==> src/rtl/lsps_pkg.sv <==
// shared types, constants and chord table builder for the laser scan person segmenter
package lsps_pkg;

  localparam int MAX_SAMPLES     = 1024;
  localparam int ADDR_W          = $clog2(MAX_SAMPLES);
  localparam int IDX_W           = ADDR_W + 1;
  localparam int ANGLE_STEP_URAD = 6136;
  localparam int CHORD_FRAC_BITS = 14;
  localparam int CHORD_W         = CHORD_FRAC_BITS + 2;

  localparam int RANGE_W    = 16;
  localparam int THR_W      = 13;
  localparam int LEN_W      = 11;
  localparam int WIN_W      = 10;
  localparam int CNT_W      = 10;
  localparam int CFG_IDX_W  = 3;
  localparam int CFG_DATA_W = 16;

  // five-tap sum and its divide by five as multiply by reciprocal
  localparam int SUM_W      = RANGE_W + 3;
  localparam int MEAN_SHIFT = 21;
  localparam logic [SUM_W-1:0] MEAN_RECIP = SUM_W'(419431);

  localparam logic [RANGE_W-1:0] RST_RANGE_CLAMP = RANGE_W'(5400);
  localparam logic [THR_W-1:0]   RST_EDGE_THR    = THR_W'(500);
  localparam logic [RANGE_W-1:0] RST_MIN_CHORD   = RANGE_W'(180);
  localparam logic [RANGE_W-1:0] RST_MAX_CHORD   = RANGE_W'(600);
  localparam logic [LEN_W-1:0]   RST_SCAN_LEN    = LEN_W'(680);
  localparam logic [WIN_W-1:0]   RST_CENTRE_WIN  = WIN_W'(40);

  localparam logic KIND_CAND = 1'b0;
  localparam logic KIND_END  = 1'b1;

  typedef enum logic [CFG_IDX_W-1:0] {
    CFG_RANGE_CLAMP = 3'd0,
    CFG_EDGE_THR    = 3'd1,
    CFG_MIN_CHORD   = 3'd2,
    CFG_MAX_CHORD   = 3'd3,
    CFG_SCAN_LEN    = 3'd4,
    CFG_CENTRE_WIN  = 3'd5
  } lsps_cfg_idx_e;

  typedef struct packed {
    logic [RANGE_W-1:0] range_mm;
    logic               invalid;
    logic               last;
  } lsps_in_t;

  typedef struct packed {
    logic               kind;
    logic [ADDR_W-1:0]  centre_index;
    logic [ADDR_W-1:0]  seg_width;
    logic [RANGE_W-1:0] mean_range_mm;
    logic [CNT_W-1:0]   accepted_count;
  } lsps_out_t;

  typedef struct packed {
    logic [RANGE_W-1:0] range_clamp_mm;
    logic [THR_W-1:0]   edge_threshold_mm;
    logic [RANGE_W-1:0] min_chord_mm;
    logic [RANGE_W-1:0] max_chord_mm;
    logic [LEN_W-1:0]   scan_length;
    logic [WIN_W-1:0]   centre_window;
  } lsps_cfg_t;

  typedef struct packed {
    logic               we;
    logic [ADDR_W-1:0]  waddr;
    logic [RANGE_W-1:0] wdata;
    logic               re;
    logic [ADDR_W-1:0]  raddr;
  } lsps_mem_req_t;

  typedef logic [CHORD_W-1:0] chord_tab_t [MAX_SAMPLES];

  // restoring long division, only evaluated while building the table
  function automatic logic [63:0] div_u64(input logic [63:0] num, input logic [63:0] den);
    logic [63:0] rem;
    logic [63:0] quo;
    rem = '0;
    quo = '0;
    for (int i = 63; i >= 0; i--) begin
      rem = {rem[62:0], num[i]};
      if (rem >= den) begin
        rem    = rem - den;
        quo[i] = 1'b1;
      end
    end
    return quo;
  endfunction

  // 2*tan(step*w/2) in Q2.CHORD_FRAC_BITS, q30 series for sine and cosine
  function automatic logic [CHORD_W-1:0] chord_entry(input int w);
    logic [63:0] sat;
    logic [63:0] hh;
    logic [63:0] x;
    logic [63:0] term;
    logic [63:0] sp;
    logic [63:0] sn;
    logic [63:0] cp;
    logic [63:0] cn;
    logic [63:0] s;
    logic [63:0] c;
    logic [63:0] q;
    logic        done;
    sat  = (64'd1 << CHORD_W) - 64'd1;
    hh   = 64'(ANGLE_STEP_URAD) * 64'(w);
    if (hh >= 64'd3141592) begin
      return sat[CHORD_W-1:0];
    end
    x    = ((hh << 29) + 64'd500000) / 64'd1000000;
    term = x;
    sp   = x;
    sn   = '0;
    cp   = 64'd1 << 30;
    cn   = '0;
    done = 1'b0;
    for (int n = 2; n <= 26; n++) begin
      if (!done) begin
        term = div_u64((term * x) >> 30, 64'(n));
        if (term == 64'd0) begin
          done = 1'b1;
        end else begin
          case (n % 4)
            0:       cp = cp + term;
            1:       sp = sp + term;
            2:       cn = cn + term;
            default: sn = sn + term;
          endcase
        end
      end
    end
    s = (sp > sn) ? sp - sn : 64'd0;
    c = (cp > cn) ? cp - cn : 64'd0;
    if (c == 64'd0) begin
      return sat[CHORD_W-1:0];
    end
    q = div_u64((s << (CHORD_FRAC_BITS + 1)) + (c >> 1), c);
    return (q > sat) ? sat[CHORD_W-1:0] : q[CHORD_W-1:0];
  endfunction

  function automatic chord_tab_t build_chord_tab();
    chord_tab_t tab;
    for (int w = 0; w < MAX_SAMPLES; w++) begin
      tab[w] = chord_entry(w);
    end
    return tab;
  endfunction

endpackage

==> src/rtl/lsps_cfg_regs.sv <==
// configuration register bank
module lsps_cfg_regs (
  input  logic                         clk_i,
  input  logic                         rst_ni,
  input  logic                         cfg_valid_i,
  input  logic [lsps_pkg::CFG_IDX_W-1:0]  cfg_index_i,
  input  logic [lsps_pkg::CFG_DATA_W-1:0] cfg_data_i,
  output lsps_pkg::lsps_cfg_t          cfg_o
);
  import lsps_pkg::*;

  lsps_cfg_t cfg_q;

  always_ff @(posedge clk_i or negedge rst_ni) begin
    if (!rst_ni) begin
      cfg_q.range_clamp_mm    <= RST_RANGE_CLAMP;
      cfg_q.edge_threshold_mm <= RST_EDGE_THR;
      cfg_q.min_chord_mm      <= RST_MIN_CHORD;
      cfg_q.max_chord_mm      <= RST_MAX_CHORD;
      cfg_q.scan_length       <= RST_SCAN_LEN;
      cfg_q.centre_window     <= RST_CENTRE_WIN;
    end else if (cfg_valid_i) begin
      unique case (cfg_index_i)
        CFG_RANGE_CLAMP: cfg_q.range_clamp_mm    <= cfg_data_i[RANGE_W-1:0];
        CFG_EDGE_THR:    cfg_q.edge_threshold_mm <= cfg_data_i[THR_W-1:0];
        CFG_MIN_CHORD:   cfg_q.min_chord_mm      <= cfg_data_i[RANGE_W-1:0];
        CFG_MAX_CHORD:   cfg_q.max_chord_mm      <= cfg_data_i[RANGE_W-1:0];
        CFG_SCAN_LEN:    cfg_q.scan_length       <= cfg_data_i[LEN_W-1:0];
        CFG_CENTRE_WIN:  cfg_q.centre_window     <= cfg_data_i[WIN_W-1:0];
        default: ;
      endcase
    end
  end

  assign cfg_o = cfg_q;

endmodule

==> config.mk <==
export PLATFORM = sky130hd
export DESIGN_NAME = lsps_cfg_regs
export DESIGN_NICKNAME = d
export VERILOG_FILES = /design/src/rtl/lsps_pkg.sv /design/src/rtl/lsps_cfg_regs.sv
export SDC_FILE = /design/constraint.sdc
export NUM_CORES = 1
export LEC_CHECK = 0
export CORE_MARGIN = 2
export CORE_UTILIZATION = 62
export CTS_BUF_LIST = sky130_fd_sc_hd__clkbuf_8 sky130_fd_sc_hd__clkbuf_16
export CTS_CLUSTER_SIZE = 10
export DETAILED_ROUTE_END_ITERATION = 6
export DONT_BUFFER_PORTS = 1
export PLACE_DENSITY = 0.78
export SYNTH_ARGS = -nofsm -noshare
export SYNTH_HDL_FRONTEND = slang
export SYNTH_SLANG_ARGS = --single-unit
==> constraint.sdc <==
create_clock -name clk_i -period 0.95 [get_ports clk_i]
set_input_delay 0.19 -clock clk_i [delete_from_list [all_inputs] [get_ports clk_i]]
set_output_delay 0.19 -clock clk_i [all_outputs]
set_load 0.005 [all_outputs]
==> results_dict.tcl <==
set metrics [dict create \
    io_buffers 0 \
    seq_area_frac_synth_pct 66.0 \
    rsz0062_at_grt "true" \
    cts_num_sinks 82 \
    hold_ws_ns -0.455 \
    failed_checks "negative hold slack, negative setup slack" \
    drive_gt1_share_pct 63.8 \
    avgSynthCellArea_um2 17.8 \
    die_h_um 75.3 \
    critical_path_class "reg2out" \
    total_power_w 0.00879 \
    ys_types 12 \
    regArea_mm2 0.00208 \
    synthCells 177 \
    reg2reg_to "cfg_o[62]" \
    cts_tree "done" \
    clk_path_buf_depth 2 \
    pin_count 104 \
    endpoint "cfg_o[58]" \
    finalHoldViolCount 82 \
    timing.critical_path.from "cfg_o[58]" \
    post-route-min-period_ns 1.08 \
    setup_violations 25 \
    drv_cap 0 \
    pre_cts_ws_ns -0.255 \
    fin_ws_ns -0.130 \
    grt_pass1_wl_um 9980 \
    dieArea_mm2 0.00567 \
    gp_congestion 0.671 \
    synth_warnings 0 \
    clk_latency_ns 0.34 \
    drv_slew 0 \
    syn-num-nets 199 \
    drc 0 \
    ir_drop_mv 1.30 \
    avgViaCountPerCell 5.76 \
    dp_hpwl_um 4400 \
    arrival_ns 0.89 \
    rr_startpoint "cfg_o[62]" \
    hold_path.class "in2async" \
    antenna_cells 0 \
    wl_per_cell_um 23.6 \
    r2r_setup_slack_ns 0.14 \
    syn_area_mm2 0.00315 \
    fmax_mhz 926 \
    grt-ovfl-total 0 \
    path_depth 0 \
    cts_resized 0 \
    fin_crit_sh_pct 114 \
    crit_fanout 2 \
    crit_required_ns 0.76 \
    reg2regPathDepth 1 \
    postRouteAntennaNets 0 \
    slew_headroom_pct 73.5 \
    core_mm2 0.00482 \
    grt_pass1_vias 1790 \
    largest_register_ffs 82 \
    routed_wl_um 6600 \
    cts_setup_buffers 0 \
    via_count 1614 \
    status "complete, but fails checks" \
    end_kind "output port" \
    worst_clock_skew_ns 0 \
    cellPowerDensity_mw_per_mm2 2280 \
    multi_input_area_mm2 0.00120 \
    cp-start-kind "flip-flop" \
    grt_antenna_before_repair 0 \
    row_count 25 \
    firstDrtPassIters 4 \
    worstMarginPinSlew_ns 0.397 \
    grt_usage_pct 24.7 \
    detail_route.iter0.violations 75 \
    cts_max_level 3 \
    stdcell_count 280 \
    n_fill_cell 281 \
    leakagePower_nw 1.71 \
    nets 231 \
    cts.clk_slew.worst_paths_ns 0.08 \
    area_growth_pct 22.1 \
    placedCellCount 248 \
    cts_buffers 9 \
    grt_max_degree 83 \
    die_x_um 75.3 \
    cts-root-buf "clkbuf_8" \
    initial_core_util_pct 65.5 \
    ys_seq_elements 82 \
]
==> layout make-up <==
type | count | share of cell area, %
well taps | 67 | 2.18
repair buffers | 28 | 7.54
flip-flops and latches | 82 | 54.1
clock inverters | 4 | 1.14
clock buffers | 11 | 3.93
multi-input cells | 88 | 31.1
==> cells in the mapped netlist <==
| library cell | count | share of area [%] |
|---|---|---|
| nand4b_1 | 1 | 0.28 |
| and4bb_1 | 1 | 0.40 |
| dfrtp_1 | 57 | 45 |
| buf_6 | 3 | 1.1 |
| and4bb_2 | 1 | 0.40 |
| nand4b_2 | 1 | 0.48 |
| mux2_2 | 82 | 29 |
| buf_4 | 2 | 0.48 |
| nor4b_4 | 1 | 0.75 |
| dfstp_2 | 25 | 21 |
| buf_2 | 2 | 0.32 |
| and4bb_4 | 1 | 0.52 |
==> layer usage <==
| metal | GRT usage, % | routed length, µm | vias to the layer above |
|---|---|---|---|
| met1 | 31.8 | 2680 | 837 |
| met4 | 11.5 | 100 | 0 |
| met5 | 0 | 0 | - |
| met3 | 8.86 | 623 | 10 |
| li1 | - | - | 697 |
| met2 | 37.8 | 3200 | 70 |
==> placed cells by master (no fill, tap or decap) <==
cell type | synthesis | routed
dfrtp_1 | 57 | 57
dfstp_2 | 25 | 25
mux2_4 | 0 | 47
clkinv_2 | 0 | 2
and4bb_4 | 1 | 1
dlygate4sd3_1 | 0 | 17
buf_12 | 0 | 3
buf_4 | 2 | 8
nor4b_4 | 1 | 1
nand4b_1 | 1 | 1
and4bb_2 | 1 | 1
mux2_2 | 82 | 35
bufinv_16 | 0 | 1
nand4b_4 | 0 | 1
and4bb_1 | 1 | 1
clkbuf_8 | 0 | 11
inv_1 | 0 | 1
==> worst min-delay path by stage <==
stage	from	end	cells past startpoint
floorplan	rst_ni	cfg_o[0]	0
global placement	rst_ni	cfg_o[79]	0
detailed placement	rst_ni	cfg_o[51]	0
CTS	rst_ni	cfg_o[63]	0
global route	rst_ni	cfg_o[21]	0
finish	rst_ni	cfg_o[51]	0
==> what timing repair did <==
action,CTS,global route
setup endpoints to repair,34,80
hold buffers,16,1
hold endpoints to repair,161,84
==> kinds of logic after synthesis <==
family | Yosys count | share of synthesized area (%)
buf+inv | 7 | 1.86
mux | 82 | 29.3
simple gates | 6 | 2.82
flops | 82 | 66.0
==> power breakdown <==
| group | leakage, nW | switching [W] | internal [W] |
|---|---|---|---|
| sequential | 0.947 | 0.000665 | 0.00444 |
| combinational | 0.653 | 0.000320 | 0.000900 |
| clock | 0.106 | 0.00114 | 0.00133 |
| total | 1.71 | 0.00212 | 0.00667 |
==> through the flow <==
| stage | utilization (%) | TNS, ns | cell area [µm²] |
|---|---|---|---|
| finish | 79.9 | -3.04 | 3850 |
| global route | 79.9 | -4.44 | 3850 |
| CTS | 79.7 | -3.53 | 3840 |
| detailed placement | 72.3 | -12.20 | 3480 |
| global placement | 72.3 | -11.32 | 3480 |
| floorplan | - | -9.13 | 3360 |
Note: power is estimated with default switching activity, not from simulation.
