--- src/rtl/lsps_pkg.sv ---
// shared types, constants and chord table builder for the laser scan person segmenter
package lsps_pkg;

  localparam int MAX_SAMPLES     = 1024;
  localparam int ADDR_W          = $clog2(MAX_SAMPLES);
  localparam int IDX_W           = ADDR_W + 1;
  localparam int ANGLE_STEP_URAD = 6136;
  localparam int CHORD_FRAC_BITS = 14;
  localparam int CHORD_W         = CHORD_FRAC_BITS + 2;

  localparam int RANGE_W    = 16;
  localparam int THR_W      = 13;
  localparam int LEN_W      = 11;
  localparam int WIN_W      = 10;
  localparam int CNT_W      = 10;
  localparam int CFG_IDX_W  = 3;
  localparam int CFG_DATA_W = 16;

  // five-tap sum and its divide by five as multiply by reciprocal
  localparam int SUM_W      = RANGE_W + 3;
  localparam int MEAN_SHIFT = 21;
  localparam logic [SUM_W-1:0] MEAN_RECIP = SUM_W'(419431);

  localparam logic [RANGE_W-1:0] RST_RANGE_CLAMP = RANGE_W'(5400);
  localparam logic [THR_W-1:0]   RST_EDGE_THR    = THR_W'(500);
  localparam logic [RANGE_W-1:0] RST_MIN_CHORD   = RANGE_W'(180);
  localparam logic [RANGE_W-1:0] RST_MAX_CHORD   = RANGE_W'(600);
  localparam logic [LEN_W-1:0]   RST_SCAN_LEN    = LEN_W'(680);
  localparam logic [WIN_W-1:0]   RST_CENTRE_WIN  = WIN_W'(40);

  localparam logic KIND_CAND = 1'b0;
  localparam logic KIND_END  = 1'b1;

  typedef enum logic [CFG_IDX_W-1:0] {
    CFG_RANGE_CLAMP = 3'd0,
    CFG_EDGE_THR    = 3'd1,
    CFG_MIN_CHORD   = 3'd2,
    CFG_MAX_CHORD   = 3'd3,
    CFG_SCAN_LEN    = 3'd4,
    CFG_CENTRE_WIN  = 3'd5
  } lsps_cfg_idx_e;

  typedef struct packed {
    logic [RANGE_W-1:0] range_mm;
    logic               invalid;
    logic               last;
  } lsps_in_t;

  typedef struct packed {
    logic               kind;
    logic [ADDR_W-1:0]  centre_index;
    logic [ADDR_W-1:0]  seg_width;
    logic [RANGE_W-1:0] mean_range_mm;
    logic [CNT_W-1:0]   accepted_count;
  } lsps_out_t;

  typedef struct packed {
    logic [RANGE_W-1:0] range_clamp_mm;
    logic [THR_W-1:0]   edge_threshold_mm;
    logic [RANGE_W-1:0] min_chord_mm;
    logic [RANGE_W-1:0] max_chord_mm;
    logic [LEN_W-1:0]   scan_length;
    logic [WIN_W-1:0]   centre_window;
  } lsps_cfg_t;

  typedef struct packed {
    logic               we;
    logic [ADDR_W-1:0]  waddr;
    logic [RANGE_W-1:0] wdata;
    logic               re;
    logic [ADDR_W-1:0]  raddr;
  } lsps_mem_req_t;

  typedef logic [CHORD_W-1:0] chord_tab_t [MAX_SAMPLES];

  // restoring long division, only evaluated while building the table
  function automatic logic [63:0] div_u64(input logic [63:0] num, input logic [63:0] den);
    logic [63:0] rem;
    logic [63:0] quo;
    rem = '0;
    quo = '0;
    for (int i = 63; i >= 0; i--) begin
      rem = {rem[62:0], num[i]};
      if (rem >= den) begin
        rem    = rem - den;
        quo[i] = 1'b1;
      end
    end
    return quo;
  endfunction

  // 2*tan(step*w/2) in Q2.CHORD_FRAC_BITS, q30 series for sine and cosine
  function automatic logic [CHORD_W-1:0] chord_entry(input int w);
    logic [63:0] sat;
    logic [63:0] hh;
    logic [63:0] x;
    logic [63:0] term;
    logic [63:0] sp;
    logic [63:0] sn;
    logic [63:0] cp;
    logic [63:0] cn;
    logic [63:0] s;
    logic [63:0] c;
    logic [63:0] q;
    logic        done;
    sat  = (64'd1 << CHORD_W) - 64'd1;
    hh   = 64'(ANGLE_STEP_URAD) * 64'(w);
    if (hh >= 64'd3141592) begin
      return sat[CHORD_W-1:0];
    end
    x    = ((hh << 29) + 64'd500000) / 64'd1000000;
    term = x;
    sp   = x;
    sn   = '0;
    cp   = 64'd1 << 30;
    cn   = '0;
    done = 1'b0;
    for (int n = 2; n <= 26; n++) begin
      if (!done) begin
        term = div_u64((term * x) >> 30, 64'(n));
        if (term == 64'd0) begin
          done = 1'b1;
        end else begin
          case (n % 4)
            0:       cp = cp + term;
            1:       sp = sp + term;
            2:       cn = cn + term;
            default: sn = sn + term;
          endcase
        end
      end
    end
    s = (sp > sn) ? sp - sn : 64'd0;
    c = (cp > cn) ? cp - cn : 64'd0;
    if (c == 64'd0) begin
      return sat[CHORD_W-1:0];
    end
    q = div_u64((s << (CHORD_FRAC_BITS + 1)) + (c >> 1), c);
    return (q > sat) ? sat[CHORD_W-1:0] : q[CHORD_W-1:0];
  endfunction

  function automatic chord_tab_t build_chord_tab();
    chord_tab_t tab;
    for (int w = 0; w < MAX_SAMPLES; w++) begin
      tab[w] = chord_entry(w);
    end
    return tab;
  endfunction

endpackage

--- src/rtl/lsps_seg_core.sv ---
// edge finder, five-tap average and chord check sequencer
module lsps_seg_core (
  input  logic                          clk_i,
  input  logic                          rst_ni,
  input  lsps_pkg::lsps_cfg_t           cfg_i,
  input  logic                          in_valid_i,
  output logic                          in_ready_o,
  input  lsps_pkg::lsps_in_t            in_data_i,
  output lsps_pkg::lsps_mem_req_t       mem_req_o,
  input  logic [lsps_pkg::RANGE_W-1:0]  mem_rdata_i,
  output logic                          rom_en_o,
  output logic [lsps_pkg::ADDR_W-1:0]   rom_addr_o,
  input  logic [lsps_pkg::CHORD_W-1:0]  rom_data_i,
  output logic                          res_valid_o,
  input  logic                          res_ready_i,
  output lsps_pkg::lsps_out_t           res_o
);
  import lsps_pkg::*;

  typedef enum logic [2:0] {
    ST_IDLE,
    ST_AVG,
    ST_MEAN,
    ST_CHORD,
    ST_CHECK,
    ST_EMIT
  } state_e;

  localparam int TAP_W  = ADDR_W + 2;
  localparam int PROD_W = 2 * SUM_W;
  localparam int CPR_W  = CHORD_W + RANGE_W;
  localparam int CHD_W  = CPR_W - CHORD_FRAC_BITS;
  localparam logic [2:0] TAPS = 3'd5;

  state_e              state_q, state_d;
  logic [IDX_W-1:0]    idx_q, idx_d;
  logic [RANGE_W-1:0]  prev_q, prev_d;
  logic                open_q, open_d;
  logic [ADDR_W-1:0]   fall_q, fall_d;
  logic [CNT_W-1:0]    total_q, total_d;
  logic                last_q, last_d;
  logic [ADDR_W-1:0]   centre_q, centre_d;
  logic [ADDR_W-1:0]   width_q, width_d;
  logic [2:0]          cnt_q, cnt_d;
  logic [SUM_W-1:0]    sum_q, sum_d;
  logic [PROD_W-1:0]   prod_q, prod_d;
  logic [RANGE_W-1:0]  mean_q, mean_d;
  logic [CPR_W-1:0]    cprod_q, cprod_d;
  lsps_out_t           res_q, res_d;

  logic                acc;
  logic [RANGE_W-1:0]  r;
  logic                in_span;
  logic                fall_hit;
  logic                rise_hit;
  logic [ADDR_W-1:0]   e;
  logic [ADDR_W:0]     csum;
  logic [ADDR_W-1:0]   centre;
  logic [ADDR_W-1:0]   width;
  logic [WIN_W-1:0]    mid;
  logic                in_win;
  logic [TAP_W-1:0]    tap;
  logic [CHD_W-1:0]    chord;
  logic                ok;
  logic [CNT_W-1:0]    tot_inc;

  assign in_ready_o  = (state_q == ST_IDLE);
  assign acc         = in_valid_i && in_ready_o;
  assign res_valid_o = (state_q == ST_EMIT);
  assign res_o       = res_q;

  // edge finder datapath on the incoming sample
  always_comb begin
    r = (in_data_i.invalid || (in_data_i.range_mm > cfg_i.range_clamp_mm))
        ? cfg_i.range_clamp_mm : in_data_i.range_mm;
    in_span  = (idx_q < IDX_W'(MAX_SAMPLES));
    fall_hit = {2'b00, prev_q} > ({2'b00, r} + {5'd0, cfg_i.edge_threshold_mm});
    rise_hit = {2'b00, r} > ({2'b00, prev_q} + {5'd0, cfg_i.edge_threshold_mm});
    e        = idx_q[ADDR_W-1:0] - ADDR_W'(1);
    csum     = {1'b0, fall_q} + {1'b0, e};
    centre   = csum[ADDR_W:1];
    width    = e - fall_q;
    mid      = cfg_i.scan_length[LEN_W-1:1];
    in_win   = (({2'b00, centre} + {2'b00, cfg_i.centre_window}) > {2'b00, mid})
               && ({2'b00, centre} < ({2'b00, mid} + {2'b00, cfg_i.centre_window}));
  end

  // tap address, clamped to zero below the first beam
  always_comb begin
    tap = {2'b00, centre_q} + {{(TAP_W-3){1'b0}}, cnt_q};
    if (tap < TAP_W'(2)) begin
      tap = '0;
    end else begin
      tap = tap - TAP_W'(2);
    end
  end

  always_comb begin
    chord   = cprod_q[CPR_W-1:CHORD_FRAC_BITS];
    ok      = (chord > {2'b00, cfg_i.min_chord_mm}) && (chord < {2'b00, cfg_i.max_chord_mm});
    tot_inc = (total_q != {CNT_W{1'b1}}) ? total_q + CNT_W'(1) : total_q;
  end

  always_comb begin
    state_d  = state_q;
    idx_d    = idx_q;
    prev_d   = prev_q;
    open_d   = open_q;
    fall_d   = fall_q;
    total_d  = total_q;
    last_d   = last_q;
    centre_d = centre_q;
    width_d  = width_q;
    cnt_d    = cnt_q;
    sum_d    = sum_q;
    prod_d   = prod_q;
    mean_d   = mean_q;
    cprod_d  = cprod_q;
    res_d    = res_q;

    mem_req_o.we    = 1'b0;
    mem_req_o.waddr = idx_q[ADDR_W-1:0];
    mem_req_o.wdata = r;
    mem_req_o.re    = 1'b0;
    mem_req_o.raddr = tap[ADDR_W-1:0];
    rom_en_o        = 1'b0;
    rom_addr_o      = width;

    unique case (state_q)
      ST_IDLE: begin
        if (acc) begin
          last_d = in_data_i.last;
          if (in_span) begin
            mem_req_o.we = 1'b1;
            if (idx_q != '0) begin
              if (fall_hit) begin
                open_d = 1'b1;
                fall_d = e;
              end else if (open_q && rise_hit) begin
                open_d = 1'b0;
                if (in_win) begin
                  // segment closed near mid-scan: fetch rom and five taps
                  rom_en_o = 1'b1;
                  centre_d = centre;
                  width_d  = width;
                  cnt_d    = '0;
                  sum_d    = '0;
                  state_d  = ST_AVG;
                end
              end
            end
            prev_d = r;
            idx_d  = idx_q + IDX_W'(1);
          end
          if (in_data_i.last) begin
            idx_d  = '0;
            open_d = 1'b0;
          end
          if (in_data_i.last && (state_d == ST_IDLE)) begin
            res_d.kind           = KIND_END;
            res_d.centre_index   = '0;
            res_d.seg_width      = '0;
            res_d.mean_range_mm  = '0;
            res_d.accepted_count = total_q;
            total_d              = '0;
            state_d              = ST_EMIT;
          end
        end
      end
      ST_AVG: begin
        // read issued while cnt below five, data lands on the next beat
        mem_req_o.re = (cnt_q < TAPS);
        if (cnt_q != 3'd0) begin
          sum_d = sum_q + {3'b000, mem_rdata_i};
        end
        if (cnt_q == TAPS) begin
          state_d = ST_MEAN;
        end
        cnt_d = cnt_q + 3'd1;
      end
      ST_MEAN: begin
        prod_d  = sum_q * MEAN_RECIP;
        state_d = ST_CHORD;
      end
      ST_CHORD: begin
        mean_d  = prod_q[MEAN_SHIFT+RANGE_W-1:MEAN_SHIFT];
        cprod_d = rom_data_i * prod_q[MEAN_SHIFT+RANGE_W-1:MEAN_SHIFT];
        state_d = ST_CHECK;
      end
      ST_CHECK: begin
        if (ok) begin
          total_d = tot_inc;
        end
        if (ok || last_q) begin
          res_d.kind           = last_q ? KIND_END : KIND_CAND;
          res_d.centre_index   = ok ? centre_q : '0;
          res_d.seg_width      = ok ? width_q : '0;
          res_d.mean_range_mm  = ok ? mean_q : '0;
          res_d.accepted_count = ok ? tot_inc : total_q;
          if (last_q) begin
            total_d = '0;
          end
          state_d = ST_EMIT;
        end else begin
          state_d = ST_IDLE;
        end
      end
      ST_EMIT: begin
        if (res_ready_i) begin
          state_d = ST_IDLE;
        end
      end
      default: state_d = ST_IDLE;
    endcase
  end

  always_ff @(posedge clk_i or negedge rst_ni) begin
    if (!rst_ni) begin
      state_q <= ST_IDLE;
      idx_q   <= '0;
      prev_q  <= '0;
      open_q  <= 1'b0;
      fall_q  <= '0;
      total_q <= '0;
      last_q  <= 1'b0;
      cnt_q   <= '0;
    end else begin
      state_q <= state_d;
      idx_q   <= idx_d;
      prev_q  <= prev_d;
      open_q  <= open_d;
      fall_q  <= fall_d;
      total_q <= total_d;
      last_q  <= last_d;
      cnt_q   <= cnt_d;
    end
  end

  always_ff @(posedge clk_i) begin
    centre_q <= centre_d;
    width_q  <= width_d;
    sum_q    <= sum_d;
    prod_q   <= prod_d;
    mean_q   <= mean_d;
    cprod_q  <= cprod_d;
    res_q    <= res_d;
  end

endmodule

--- config.mk ---
export PLATFORM = sky130hd
export DESIGN_NAME = lsps_seg_core
export DESIGN_NICKNAME = d
export VERILOG_FILES = /design/src/rtl/lsps_pkg.sv /design/src/rtl/lsps_seg_core.sv
export SDC_FILE = /design/constraint.sdc
export NUM_CORES = 2
export LEC_CHECK = 0
export BUFFER_PORTS_ARGS = -buffer_cell sky130_fd_sc_hd__buf_2
export CAP_MARGIN = 20
export CORE_ASPECT_RATIO = 1.1
export CORE_MARGIN = 2
export CORE_UTILIZATION = 35
export CTS_BUF_LIST = sky130_fd_sc_hd__clkbuf_16
export CTS_CLUSTER_DIAMETER = 60
export DETAILED_ROUTE_END_ITERATION = 8
export REMOVE_ABC_BUFFERS = 1
export SETUP_SLACK_MARGIN = 0.5
export SLEW_MARGIN = 20
export SYNTH_ARGS = -nofsm -noshare
export SYNTH_HDL_FRONTEND = slang
export SYNTH_SLANG_ARGS = --single-unit
--- constraint.sdc ---
create_clock -name clk_i -period 11.2 [get_ports clk_i]
set_input_delay 2.24 -clock clk_i [delete_from_list [all_inputs] [get_ports clk_i]]
set_output_delay 2.24 -clock clk_i [all_outputs]
set_load 0.03 [all_outputs]
==> flow_summary.toml <==
[run_status]
status = "finished clean"

[sta]
setup_ws_ps = 975
fin_crit_ps = 10220
timing.fmax_mhz = 97.8
drv_slew = 0
skew_ps = 25.8
tightest_slew_ps = 996
finalSetupViolCount = 0
max_slew_margin = 0.336
rsz0062_at_grt = "false"
hold_viol_final = 0
post-route-period-util = 0.913
setup_tns_ps = 0

[synthesis]
synthFlopType = "edfxtp_1"
syn_inst = 2946
async_flop_share = 0.288
netlist_area_um2 = 27800
synth_edf_count = 136
yosysTopAreaCellShare = 0.242
ys_ff_latch = 191
synth_cell_type_count = 79
synthTopCellsByArea = "fa_1 24%, ha_1 20%, edfxtp_1 15%"
yosysTopAreaCell = "fa_1"
seq_area_frac_synth = 0.197
synth_area_per_cell_um2 = 9.42
yosysWarnings = 0

[detailed_routing]
vias_per_cell = 4.78
wl_per_cell_um = 15.8
ant_nets = 0
drc = 0
drt-pass1-iter-count = 5
first_iter_violations = 911
routed_wl_um = 66500
via_count = 20100

[finish]
fillCellCount = 7857
final_nets = 4061
layout_common_cells = "606 x inv_1, 445 x ha_1, 335 x fa_1"
layout-drive-gt1-share = 0.101
layout_commonest_cell = "inv_1"
syn_to_final_growth_pct = 10.6

[clock_tree]
htreeDepth = 4
clock-sinks = 191
clk_latency_ps = 490
cts_root_buf = "clkbuf_16"
clk_transition_reported_paths_ps = 80
cts_buffer_depth = 2
postCtsSetupBuffers = 0
cts_tree = "built"
cts_buffers = 17

[place]
gp_congestion = 0.853
dp_slack_ps = 653
numPortBuffers = 232
dp_hpwl_um = 54500

[global_route]
grt_max_degree = 56
antenna_found_initial = 2
grt_pass1_vias = 21000
grt_pass1_wl_um = 109000
grt_usage = 0.169
grt-ovfl-total = 0

[worst_setup_path]
cp_data_required_time_ps = 8960
startpoint_type = "primary input"
worst_setup_path_end_kind = "primary output"
crit_path_max_fanout = 28
cp.arrival_ps = 7980
crit_type = "in2out"

[hold_path]
hold_class = "reg2reg"

[run]
drv_cap = 0

[floorplanning]
initial_core_util = 0.352
fp.dieArea_um2 = 81600
die_width_um = 272
core_um2 = 78800
io_pins = 234
rows = 108
die_y_um = 299
-- repair_timing --
item / CTS / global route
gates resized for setup: 0 / 5
hold buffers: 0 / 0
setup endpoints to repair: 0 / 1
-- sequential cells by signal (all words and copies together), names as in the netlist, 10 cells and up --
register	cells
idx_q	11
res_o	47
width_q	10
prev_q	16
total_q	10
sum_q	19
fall_q	10
centre_q	10
prod_q	16
mean_q	16
cprod_q	18
-- metal layers --
metal	share of wire	up-vias	global-route usage
li1	-	9953	-
met1	0.46	9723	0.222
met2	0.48	362	0.291
met3	0.033	62	0.0215
met4	0.023	0	0.0522
met5	0	-	0
-- kinds of logic (layout without fill, tap and decap cells) --
logic type / after synthesis / count (layout) / share of synthesized area
AO/OA/AOI/OAI: 399 / 399 / 0.0938
flip-flops: 191 / 191 / 0.197
multiplexers: 12 / 12 / 0.00451
buffers and inverters: 673 / 885 / 0.0927
other: 0 / 2 / 0
adder cells (fa/ha/maj): 780 / 780 / 0.442
XOR/XNOR: 122 / 122 / 0.0385
AND/OR/NAND/NOR: 769 / 769 / 0.132
-- worst paths after layout --
kind,from,endpoint,slack [ps],depth (start not counted)
worst min-delay path,width_q[2],res_o[28],510,1
max in group asynchronous,rst_ni,total_q[1],8720,2
worst max-delay path,cfg_i[79],rom_en_o,980,26
worst max register to register,idx_q[0],res_o[31],3610,29
min in group asynchronous,rst_ni,prev_q[9],1910,2
worst min register to register,width_q[2],res_o[28],510,1
-- cell type report --
cell class                 instances  area (um2)  area share
clock buffer                      19         475      0.0155
multi-input combinational       2082       19800       0.644
clock inverter                    13         100     0.00326
inverter                         604        2270      0.0739
sequential                       191        5460       0.178
antenna                            2        5.00    0.000163
tap                             1045        1310      0.0426
timing repair buffer             249        1300      0.0424
-- through the flow --
stage / instances / utilization / area (um2) / hold WS (ps)
final: 4205 / 0.390 / 30700 / 514
after floorplan: 2877 / - / 27400 / 467
after global routing: 4205 / 0.390 / 30700 / 540
after detailed placement: 4171 / 0.382 / 30100 / 501
after CTS: 4203 / 0.389 / 30700 / 516
after global placement: 4171 / 0.382 / 30100 / 499
-- synth_stat cells (22+ instances only) --
cell type	count
nand2b_1	24
and2_1	126
nor2b_1	26
inv_1	603
nor2_1	129
fa_1	335
o21ai_0	83
dfrtp_1	55
edfxtp_1	136
nand2_1	314
clkbuf_1	51
xnor2_1	75
o21a_1	30
a21oi_1	115
a21o_1	41
ha_1	445
nand4_1	22
nand3_1	29
nor3_1	38
xor2_1	47
-- critical path: stages --
cell and delay [ps]:
buf_2 90, inv_1 50, ha_1 290, nand4_1 230
nor4_2 400, o21ai_1 180, nand4_1 170, nand2_1 200
buf_4 280, o21ai_0 420, ha_1 360, a21o_1 200
o211ai_1 260, a21oi_1 160, or3_1 370, a21oi_1 180
xor2_1 170, ha_1 260, nand4_1 90, nor2_1 70
o21ai_0 70, a21oi_1 80, o41ai_1 430, a211oi_2 160
nor3_1 310, buf_2 270
Power is not shown: default switching activity piles up to over one toggle a cycle in this logic, so the estimate is an artifact.
